$ cat src/motor_duty_boost_sequencer_defines.svh
// Assertion macros used by the motor duty boost sequencer core.
`ifndef MOTOR_DUTY_BOOST_SEQUENCER_DEFINES_SVH
`define MOTOR_DUTY_BOOST_SEQUENCER_DEFINES_SVH

// Same-cycle implication, checked on clk, off while arst_n is low.
`define MDBS_ASSERT_NOW(label, ante, cons) \
	label: assert property (@(posedge clk) disable iff (!arst_n) (ante) |-> (cons)) \
		else $error("mdbs: same-cycle check failed");

// Next-cycle implication, checked on clk, off while arst_n is low.
`define MDBS_ASSERT_NEXT(label, ante, cons) \
	label: assert property (@(posedge clk) disable iff (!arst_n) (ante) |=> (cons)) \
		else $error("mdbs: next-cycle check failed");

`endif

$ cat src/mdbs_pkg.sv
// Package: types, constants and boost table for the motor duty boost sequencer.
package mdbs_pkg;

	localparam int TABLE_ROWS_DEF = 5;

	localparam int DUTY_W  = 10;
	localparam int DRIVE_W = 11;
	localparam int TICKS_W = 7;
	localparam int LEN_W   = 6;
	localparam int ROW_W   = 3;
	localparam int PHASE_W = 2;

	// sequence phase codes
	localparam logic [PHASE_W-1:0] PHASE_IDLE   = 2'd0;
	localparam logic [PHASE_W-1:0] PHASE_CHARGE = 2'd1;
	localparam logic [PHASE_W-1:0] PHASE_BOOST  = 2'd2;
	localparam logic [PHASE_W-1:0] PHASE_SETTLE = 2'd3;

	// input word kinds
	localparam logic KIND_TICK = 1'b0;
	localparam logic KIND_CMD  = 1'b1;

	typedef struct packed {
		logic [DUTY_W:0]           limit;
		logic [LEN_W-1:0]          charge_len;
		logic signed [DRIVE_W-1:0] boost_val;
		logic [LEN_W-1:0]          boost_len;
		logic [LEN_W-1:0]          settle_len;
	} boost_row_t;

	typedef struct packed {
		logic [DUTY_W-1:0]  pwm_duty;
		logic               dir_a;
		logic               dir_b;
		logic [PHASE_W-1:0] phase;
		logic               accepted;
	} result_t;

	localparam boost_row_t DOWN_ROW = '{11'd1024, 6'd0, -11'sd1023, 6'd5, 6'd56};

	function automatic boost_row_t up_row(input logic [ROW_W-1:0] idx);
		boost_row_t r;
		case (idx)
			3'd0:    r = '{11'd603,  6'd0,  11'sd1023, 6'd10, 6'd51};
			3'd1:    r = '{11'd783,  6'd0,  11'sd1023, 6'd20, 6'd41};
			3'd2:    r = '{11'd903,  6'd10, 11'sd1023, 6'd50, 6'd0};
			3'd3:    r = '{11'd963,  6'd10, 11'sd1023, 6'd50, 6'd0};
			default: r = '{11'd1023, 6'd15, 11'sd1023, 6'd20, 6'd25};
		endcase
		return r;
	endfunction

endpackage

$ cat src/mdbs_row_sel.sv
// Row picker: first table row whose limit covers the target duty.
module mdbs_row_sel #(
	parameter int TABLE_ROWS = mdbs_pkg::TABLE_ROWS_DEF
) (
	input  logic [mdbs_pkg::DUTY_W-1:0] target_duty,
	output logic [mdbs_pkg::ROW_W-1:0]  row_idx
);
	import mdbs_pkg::*;

	localparam int MAX_ROWS = 1 << ROW_W;

	// scan from the top so the lowest matching row wins; no match keeps the last row
	always_comb begin
		boost_row_t r;
		row_idx = ROW_W'(TABLE_ROWS - 1);
		for (int i = MAX_ROWS - 1; i >= 0; i--) begin
			r = up_row(ROW_W'(i));
			if (i < TABLE_ROWS && {1'b0, target_duty} <= r.limit) begin
				row_idx = ROW_W'(i);
			end
		end
	end

endmodule

$ cat src/mdbs_core.sv
// Sequencer core: phase state, tick countdown, drive value and result word.
`include "motor_duty_boost_sequencer_defines.svh"

module mdbs_core #(
	parameter int TABLE_ROWS = mdbs_pkg::TABLE_ROWS_DEF
) (
	input  logic                        clk,
	input  logic                        arst_n,
	input  logic                        fire,
	input  logic                        kind,
	input  logic [mdbs_pkg::DUTY_W-1:0] target_duty,
	output mdbs_pkg::result_t           res
);
	import mdbs_pkg::*;

	logic [DUTY_W-1:0]          last_duty_q, last_duty_d;
	logic [PHASE_W-1:0]         seq_phase_q, seq_phase_d;
	logic [TICKS_W-1:0]         ticks_q, ticks_d;
	logic [ROW_W-1:0]           row_idx_q, row_idx_d;
	logic                       going_down_q, going_down_d;
	logic [DUTY_W-1:0]          pending_q, pending_d;
	logic signed [DRIVE_W-1:0]  drive_q, drive_d;

	logic [ROW_W-1:0]   pick_idx;
	logic               accepted_d;
	logic               cmd_down;
	boost_row_t         cur_row, cmd_row;
	logic [TICKS_W-1:0] ticks_dec;
	logic [DRIVE_W-1:0] drive_neg;

	mdbs_row_sel #(.TABLE_ROWS(TABLE_ROWS)) u_row_sel (
		.target_duty(target_duty),
		.row_idx    (pick_idx)
	);

	assign cmd_down  = !(target_duty > last_duty_q);
	assign cmd_row   = cmd_down ? DOWN_ROW : up_row(pick_idx);
	assign cur_row   = going_down_q ? DOWN_ROW : up_row(row_idx_q);
	assign ticks_dec = (ticks_q != '0) ? ticks_q - TICKS_W'(1) : ticks_q;

	always_comb begin
		last_duty_d  = last_duty_q;
		seq_phase_d  = seq_phase_q;
		ticks_d      = ticks_q;
		row_idx_d    = row_idx_q;
		going_down_d = going_down_q;
		pending_d    = pending_q;
		drive_d      = drive_q;
		accepted_d   = 1'b0;
		if (kind == KIND_CMD) begin
			if (seq_phase_q == PHASE_IDLE) begin
				going_down_d = cmd_down;
				row_idx_d    = cmd_down ? '0 : pick_idx;
				pending_d    = target_duty;
				last_duty_d  = target_duty;
				seq_phase_d  = PHASE_CHARGE;
				ticks_d      = TICKS_W'(cmd_row.charge_len) + TICKS_W'(1);
				if (cmd_row.charge_len != '0) begin
					drive_d = '0;
				end
				accepted_d   = 1'b1;
			end
		end else if (seq_phase_q != PHASE_IDLE) begin
			ticks_d = ticks_dec;
			if (ticks_dec == '0) begin
				unique case (seq_phase_q)
					PHASE_CHARGE: begin
						seq_phase_d = PHASE_BOOST;
						ticks_d     = TICKS_W'(cur_row.boost_len) + TICKS_W'(1);
						if (cur_row.boost_len != '0) begin
							drive_d = cur_row.boost_val;
						end
					end
					PHASE_BOOST: begin
						seq_phase_d = PHASE_SETTLE;
						ticks_d     = TICKS_W'(cur_row.settle_len) + TICKS_W'(1);
						drive_d     = signed'({1'b0, pending_q});
					end
					default: begin
						seq_phase_d = PHASE_IDLE;
					end
				endcase
			end
		end
	end

	// signed drive to magnitude plus direction pins
	assign drive_neg = DRIVE_W'(-drive_d);

	always_comb begin
		if (drive_d[DRIVE_W-1]) begin
			res.pwm_duty = drive_neg[DRIVE_W-1] ? '1 : drive_neg[DUTY_W-1:0];
		end else begin
			res.pwm_duty = drive_d[DUTY_W-1:0];
		end
		res.dir_a    = !drive_d[DRIVE_W-1];
		res.dir_b    = drive_d[DRIVE_W-1];
		res.phase    = seq_phase_d;
		res.accepted = accepted_d;
	end

	always_ff @(posedge clk or negedge arst_n) begin
		if (!arst_n) begin
			last_duty_q  <= '0;
			seq_phase_q  <= PHASE_IDLE;
			ticks_q      <= '0;
			row_idx_q    <= '0;
			going_down_q <= 1'b0;
			pending_q    <= '0;
			drive_q      <= '0;
		end else if (fire) begin
			last_duty_q  <= last_duty_d;
			seq_phase_q  <= seq_phase_d;
			ticks_q      <= ticks_d;
			row_idx_q    <= row_idx_d;
			going_down_q <= going_down_d;
			pending_q    <= pending_d;
			drive_q      <= drive_d;
		end
	end

	`MDBS_ASSERT_NOW(a_idle_no_count, seq_phase_q == PHASE_IDLE, ticks_q == '0)
	`MDBS_ASSERT_NOW(a_busy_counting, seq_phase_q != PHASE_IDLE, ticks_q != '0)
	`MDBS_ASSERT_NOW(a_accept_starts_charge, fire && res.accepted, res.phase == PHASE_CHARGE)
	`MDBS_ASSERT_NEXT(a_hold_without_fire, !fire, $stable(seq_phase_q) && $stable(drive_q))

endmodule

$ cat src/motor_duty_boost_sequencer.sv
// Top level: motor duty boost sequencer with input register and result register.
//
// Input channel (cmd_valid / cmd_stall): each word is a one-millisecond tick
// (kind = 0) or a new target PWM duty command (kind = 1, target_duty).
// A command taken while idle starts charge, boost and settle phases;
// a command that arrives mid-sequence is dropped (accepted = 0).
// Output channel (res_valid / res_stall): exactly one result word per input
// word, in order: pwm_duty magnitude, dir_a / dir_b direction pins, the
// phase after this word, and the accepted flag.
// Path: each word passes through the input register, then the result register;
// a full, stalled result register holds it in the input register.
// Throughput: one word per cycle while not stalled; the whole state update is
// one pass of compare and count logic between the two registers.
// Stall: when res_stall holds a full result register, the word in the
// input register waits and cmd_stall rises; no word is lost or repeated.
// Reset (arst_n low, asynchronous): idle phase, last duty zero, forward
// drive of zero, both channels empty.
module motor_duty_boost_sequencer #(
	parameter int TABLE_ROWS = mdbs_pkg::TABLE_ROWS_DEF
) (
	input  logic                         clk,
	input  logic                         arst_n,
	input  logic                         cmd_valid,
	output logic                         cmd_stall,
	input  logic                         kind,
	input  logic [mdbs_pkg::DUTY_W-1:0]  target_duty,
	output logic                         res_valid,
	input  logic                         res_stall,
	output logic [mdbs_pkg::DUTY_W-1:0]  pwm_duty,
	output logic                         dir_a,
	output logic                         dir_b,
	output logic [mdbs_pkg::PHASE_W-1:0] phase,
	output logic                         accepted
);
	import mdbs_pkg::*;

	// input register
	logic              valid_s1;
	logic              kind_s1;
	logic [DUTY_W-1:0] target_s1;

	// result register
	logic    res_valid_q;
	result_t res_q;
	result_t res_d;

	logic advance;
	logic fire;

	// result register can load when empty or being drained this cycle
	assign advance   = !res_valid_q || !res_stall;
	assign fire      = valid_s1 && advance;
	assign cmd_stall = valid_s1 && !advance;

	always_ff @(posedge clk or negedge arst_n) begin
		if (!arst_n) begin
			valid_s1 <= 1'b0;
		end else if (!cmd_stall) begin
			valid_s1 <= cmd_valid;
		end
	end

	always_ff @(posedge clk) begin
		if (!cmd_stall && cmd_valid) begin
			kind_s1   <= kind;
			target_s1 <= target_duty;
		end
	end

	// state lives in the core and moves only on fire
	mdbs_core #(.TABLE_ROWS(TABLE_ROWS)) u_core (
		.clk        (clk),
		.arst_n     (arst_n),
		.fire       (fire),
		.kind       (kind_s1),
		.target_duty(target_s1),
		.res        (res_d)
	);

	always_ff @(posedge clk or negedge arst_n) begin
		if (!arst_n) begin
			res_valid_q <= 1'b0;
		end else if (advance) begin
			res_valid_q <= valid_s1;
		end
	end

	always_ff @(posedge clk) begin
		if (fire) begin
			res_q <= res_d;
		end
	end

	assign res_valid = res_valid_q;
	assign pwm_duty  = res_q.pwm_duty;
	assign dir_a     = res_q.dir_a;
	assign dir_b     = res_q.dir_b;
	assign phase     = res_q.phase;
	assign accepted  = res_q.accepted;

endmodule
$ cat config.mk
export PLATFORM = sky130hd
export DESIGN_NAME = motor_duty_boost_sequencer
export DESIGN_NICKNAME = d
export VERILOG_FILES = /design/src/mdbs_pkg.sv /design/src/mdbs_row_sel.sv /design/src/mdbs_core.sv /design/src/motor_duty_boost_sequencer.sv
export VERILOG_INCLUDE_DIRS = /design/src /design/src/src
export SDC_FILE = /design/constraint.sdc
export NUM_CORES = 1
export LEC_CHECK = 0
export BUFFER_PORTS_ARGS = -buffer_cell sky130_fd_sc_hd__buf_4
export CAP_MARGIN = 20
export CORE_UTILIZATION = 57
export DETAILED_ROUTE_END_ITERATION = 16
export GPL_TIMING_DRIVEN = 0
export PLACE_DENSITY = 0.87
export RECOVER_POWER = 50
export SLEW_MARGIN = 25
export SYNTH_ARGS = -nofsm -noshare
export SYNTH_HDL_FRONTEND = slang
export SYNTH_HIERARCHICAL = 1
export SYNTH_SLANG_ARGS = --single-unit
$ cat constraint.sdc
create_clock -name clk -period 5.1 [get_ports clk]
set_input_delay 0.765 -clock clk [delete_from_list [all_inputs] [get_ports clk]]
set_output_delay 0.765 -clock clk [all_outputs]
set_load 0.03 [all_outputs]
==> summary.txt <==
Floorplanning
  – Row Count: 29
  – Die area: 7179 µm²
  – Initial Util: approximately three fifths
  – Die Ht: 84.73 µm
  – Io pins: 32
  – Die Span X: around 85 µm
  – Core area: approximately 6500 µm²

Worst setup path
  – Largest stage delay on the critical path: 0.56 ns
  – Critical path, cell by cell: ha_1 > nand4_1 > nor2_1 > o21ai_0 > nand2_1 > o31a_1 > o21ai_0 > ha_1 > o21ai_0 > nand2_1 > nand2_1 > o21ai_2 > inv_1 > ha_1 > inv_1 > nor4_2 > nand4_2 > a22oi_1
  – Crit-path max FO: 8
  – Element type at the critical path end: flop
  – CP Data Arrival Time: 4.64 ns
  – Delay-heaviest family, CP: compound AO/OA/AOI/OAI gates
  – Slowest-stage cell, CP: o21ai_0
  – WP data required: 5.28 ns
  – WP buf/inv: 2
  – Crit path kind: reg -> reg
  – Crit start category: flop

Yosys
  – XOR/XNOR share of the synthesized area: under 10%
  – Syn nets: 429
  – Avg Cell Area, Syn: 9.978 µm²
  – Yosys warns: 6
  – Syn Std Cell Area: 3901 µm²
  – Synth Area in Simple Gates: 16.93%
  – Async SR Flop Fraction: 58.06%
  – Main combinational cell family by area after synthesis: compound AO/OA/AOI/OAI gates
  – Area share of fa/ha/maj cells after synthesis: around 7.4%
  – Cells after Synth: 391
  – Seq/Total Area, Yosys: between 40% and 50%
  – Compound-cell area share of the yosys netlist: 20.78%
  – Post-synthesis mux area share: 5.324%
  – Top_reg_cell synth: dfrtp_1
  – #FFs+latches synth: 62
  – Cell variety after synth: 74
  – Post-synth EDFFs: 26

Clock tree
  – H-tree levels: 3
  – # hold bufs at CTS: 0
  – Post-CTS setup buffer count: 0
  – Root Driver: clkbuf_8
  – Clock buffer depth: 2
  – Num CTS Buffers: 9
  – Clock insertion delay at the later pin of the skew report: about 0.35 ns
  – TritonCTS clock tree: done
  – PostCTS Resize Cnt: 0
  – # clock sinks: 62
  – Clk slew on worst S/H paths: 0.07 ns

Timing
  – Setup WS post-layout: 0.6397 ns
  – Max Slew Vio Count: 37
  – Clock Skew: 0.007481 ns
  – Fin crit share: slightly below 90%
  – Worst rel slew slack: -32.91%
  – Final Setup Violations: 0
  – Fmax: around 220 MHz
  – RSZ-0062 raised after global routing: no
  – Final setup TNS: 0 ns
  – Least-Margin Pin Slew: between 1.5 and 2 ns
  – Tmin final: 4.460 ns
  – Count of final hold-check violations: 0

Detailed routing
  – ANT nets after route: 0
  – WL final: approximately 8600 µm
  – Residual DRC: 0
  – DR vias/cell: 6.112
  – DR WL/cell: 16.60 µm
  – Via count: between 3000 and 4000
  – Drt pass-1 iters: 4
  – Number of DRC markers after the initial detailed-route iteration: 230

Global routing
  – GRT Overall Usage: 26.03%
  – Largest net degree at the start of global routing: 37
  – Grt met2 use: 43.61%
  – Initial antenna violation count: 0
  – Global route total overflow: 0
  – First-pass GRT wire length: 14500 µm
  – GR Util met1: 32.78%
  – Gr busiest metal: met2
  – Grt met3 use: 5.801%
  – Number of global-route vias before repair: ~3200

Hold path
  – Hold Crit Class: reg -> reg

Pwr
  – Tot Pwr: 2.635 mW
  – Static Leakage: 1.878 nW
  – Pwr dens: 598.4 nW/µm²
  – Worst VDD drop: 0.2861 mV

Place
  – HPWL after detailed placement: 6370 µm
  – PortBufs: 31
  – Gpl congestion: 0.9090
  – Worst slack, placed: around 0.7 ns
  – DP Area: around 4200 µm²

Outcome
  – Status: finished with violations
  – Failing checks: capacitance limit, slew limit

Job
  – Max cap viols: 1

Layout
  – Antenna diode count: 0
  – Area Growth Syn to Fin: 12.86%
  – Design Area, Final: approximately 4400 µm²
  – Layout cells sized above 1: 18.45%
  – Final Net Count: 472
  – Filler cell count: 502
stage by stage:
stage          std cells  hold WS (ns)  util [%]
2_1_floorplan        391        0.4667         -
3_3_place_gp         499        0.4914     65.13
3_5_place_dp         500        0.4869     65.36
4_1_cts              516        0.3897     68.16
5_1_grt              516        0.5236     67.79
6_report             516        0.4872     67.79
cell usage in the layout (no fill, tap or decap), types with 14 or more instances in the layout:
master and instances:
a21oi_1 30, buf_4 19, inv_1 27, edfxtp_1 26
clkbuf_1 16, dfrtp_1 36, o21ai_0 27, mux2_2 14
nor2_1 27, ha_1 23, nand2_1 37
worst paths after layout:
| kind | from | to | slack (ns) | cells after the start |
|---|---|---|---|---|
| worst max-delay path | target_s1[7]$_DFFE_PP_ | pwm_duty[1]$_DFFE_PP_ | 0.64 | 18 |
| worst min-delay path | valid_s1$_DFFE_PN0N_ | res_valid$_DFFE_PN0P_ | 0.49 | 1 |
| worst max register to register | target_s1[7]$_DFFE_PP_ | pwm_duty[1]$_DFFE_PP_ | 0.64 | 18 |
| worst min register to register | valid_s1$_DFFE_PN0N_ | res_valid$_DFFE_PN0P_ | 0.49 | 1 |
| max in group asynchronous | arst_n | u_core/drive_q[8]$_DFFE_PN0P_ | 2.98 | 1 |
| min in group asynchronous | arst_n | u_core/ticks_q[5]$_DFFE_PN0P_ | 0.97 | 1 |
where the power goes:
part	switching (mW)	internal, mW	leakage [nW]
registers	0.133	0.704	0.690
logic	0.816	0.570	1.10
clock network	0.189	0.222	0.0884
cells in the mapped netlist, types with 3 or more instances:
cell      instances  area [µm²]
a211oi_1          3       22.52
nor3_1            6       30.03
o32ai_1           3       26.28
and3_1            4       25.02
mux2i_1           5       50.05
a21o_1            3       22.52
clkbuf_1         11       41.29
nand2b_1          4       25.02
o211a_1           3       30.03
o21ai_1           3       15.01
nand2_1          37       138.9
nor2_1           27       101.4
o21ai_0          27       135.1
ha_1             23       287.8
o41ai_1           3       26.28
edfxtp_1         26       780.8
xnor2_1           8       70.07
nor2b_1           6       37.54
dfrtp_1          36       900.9
nand3_1           7       35.03
a21oi_1          30       150.1
inv_1            27       101.4
nor4_1            3       18.77
mux2_2           14       157.7
nand4_1           6       37.54
flip-flops by register name (all words and copies together) (netlist names), 2 cells and up:
name / cells
phase: 2
pwm_duty: 10
target_s1: 10
u_core/drive_q: 11
u_core/pending_q: 10
u_core/row_idx_q: 3
u_core/seq_phase_q: 2
u_core/ticks_q: 7
kinds of logic after synthesis:
| kind of cell | count (synthesis) |
|---|---|
| and+or+nand+nor | 121 |
| buffers and inverters | 44 |
| adders and majority gates | 23 |
| xor gates and xnor gates | 8 |
| AOI/OAI and AO/OA | 114 |
| muxes | 19 |
| DFF | 62 |
layer usage:
metal / routed length, µm / part of all wire, %
met2: 4217 / 49
met3: 450 / 5.3
met4: 155 / 1.8
met5: 0 / 0
met1: 3744 / 44
layout make-up:
cell class | instances | area (µm²) | area share (%)
sequential | 62 | 1682 | 38.19
clock inverter | 5 | 50.05 | 1.137
inverter | 28 | 105.1 | 2.387
clock buffer | 11 | 131.4 | 2.984
multi-input combinational | 285 | 2032 | 46.15
buffer | 16 | 77.57 | 1.762
tap | 77 | 96.34 | 2.188
timing repair buffer | 32 | 229.0 | 5.200
(Power assumes the default switching activity.)
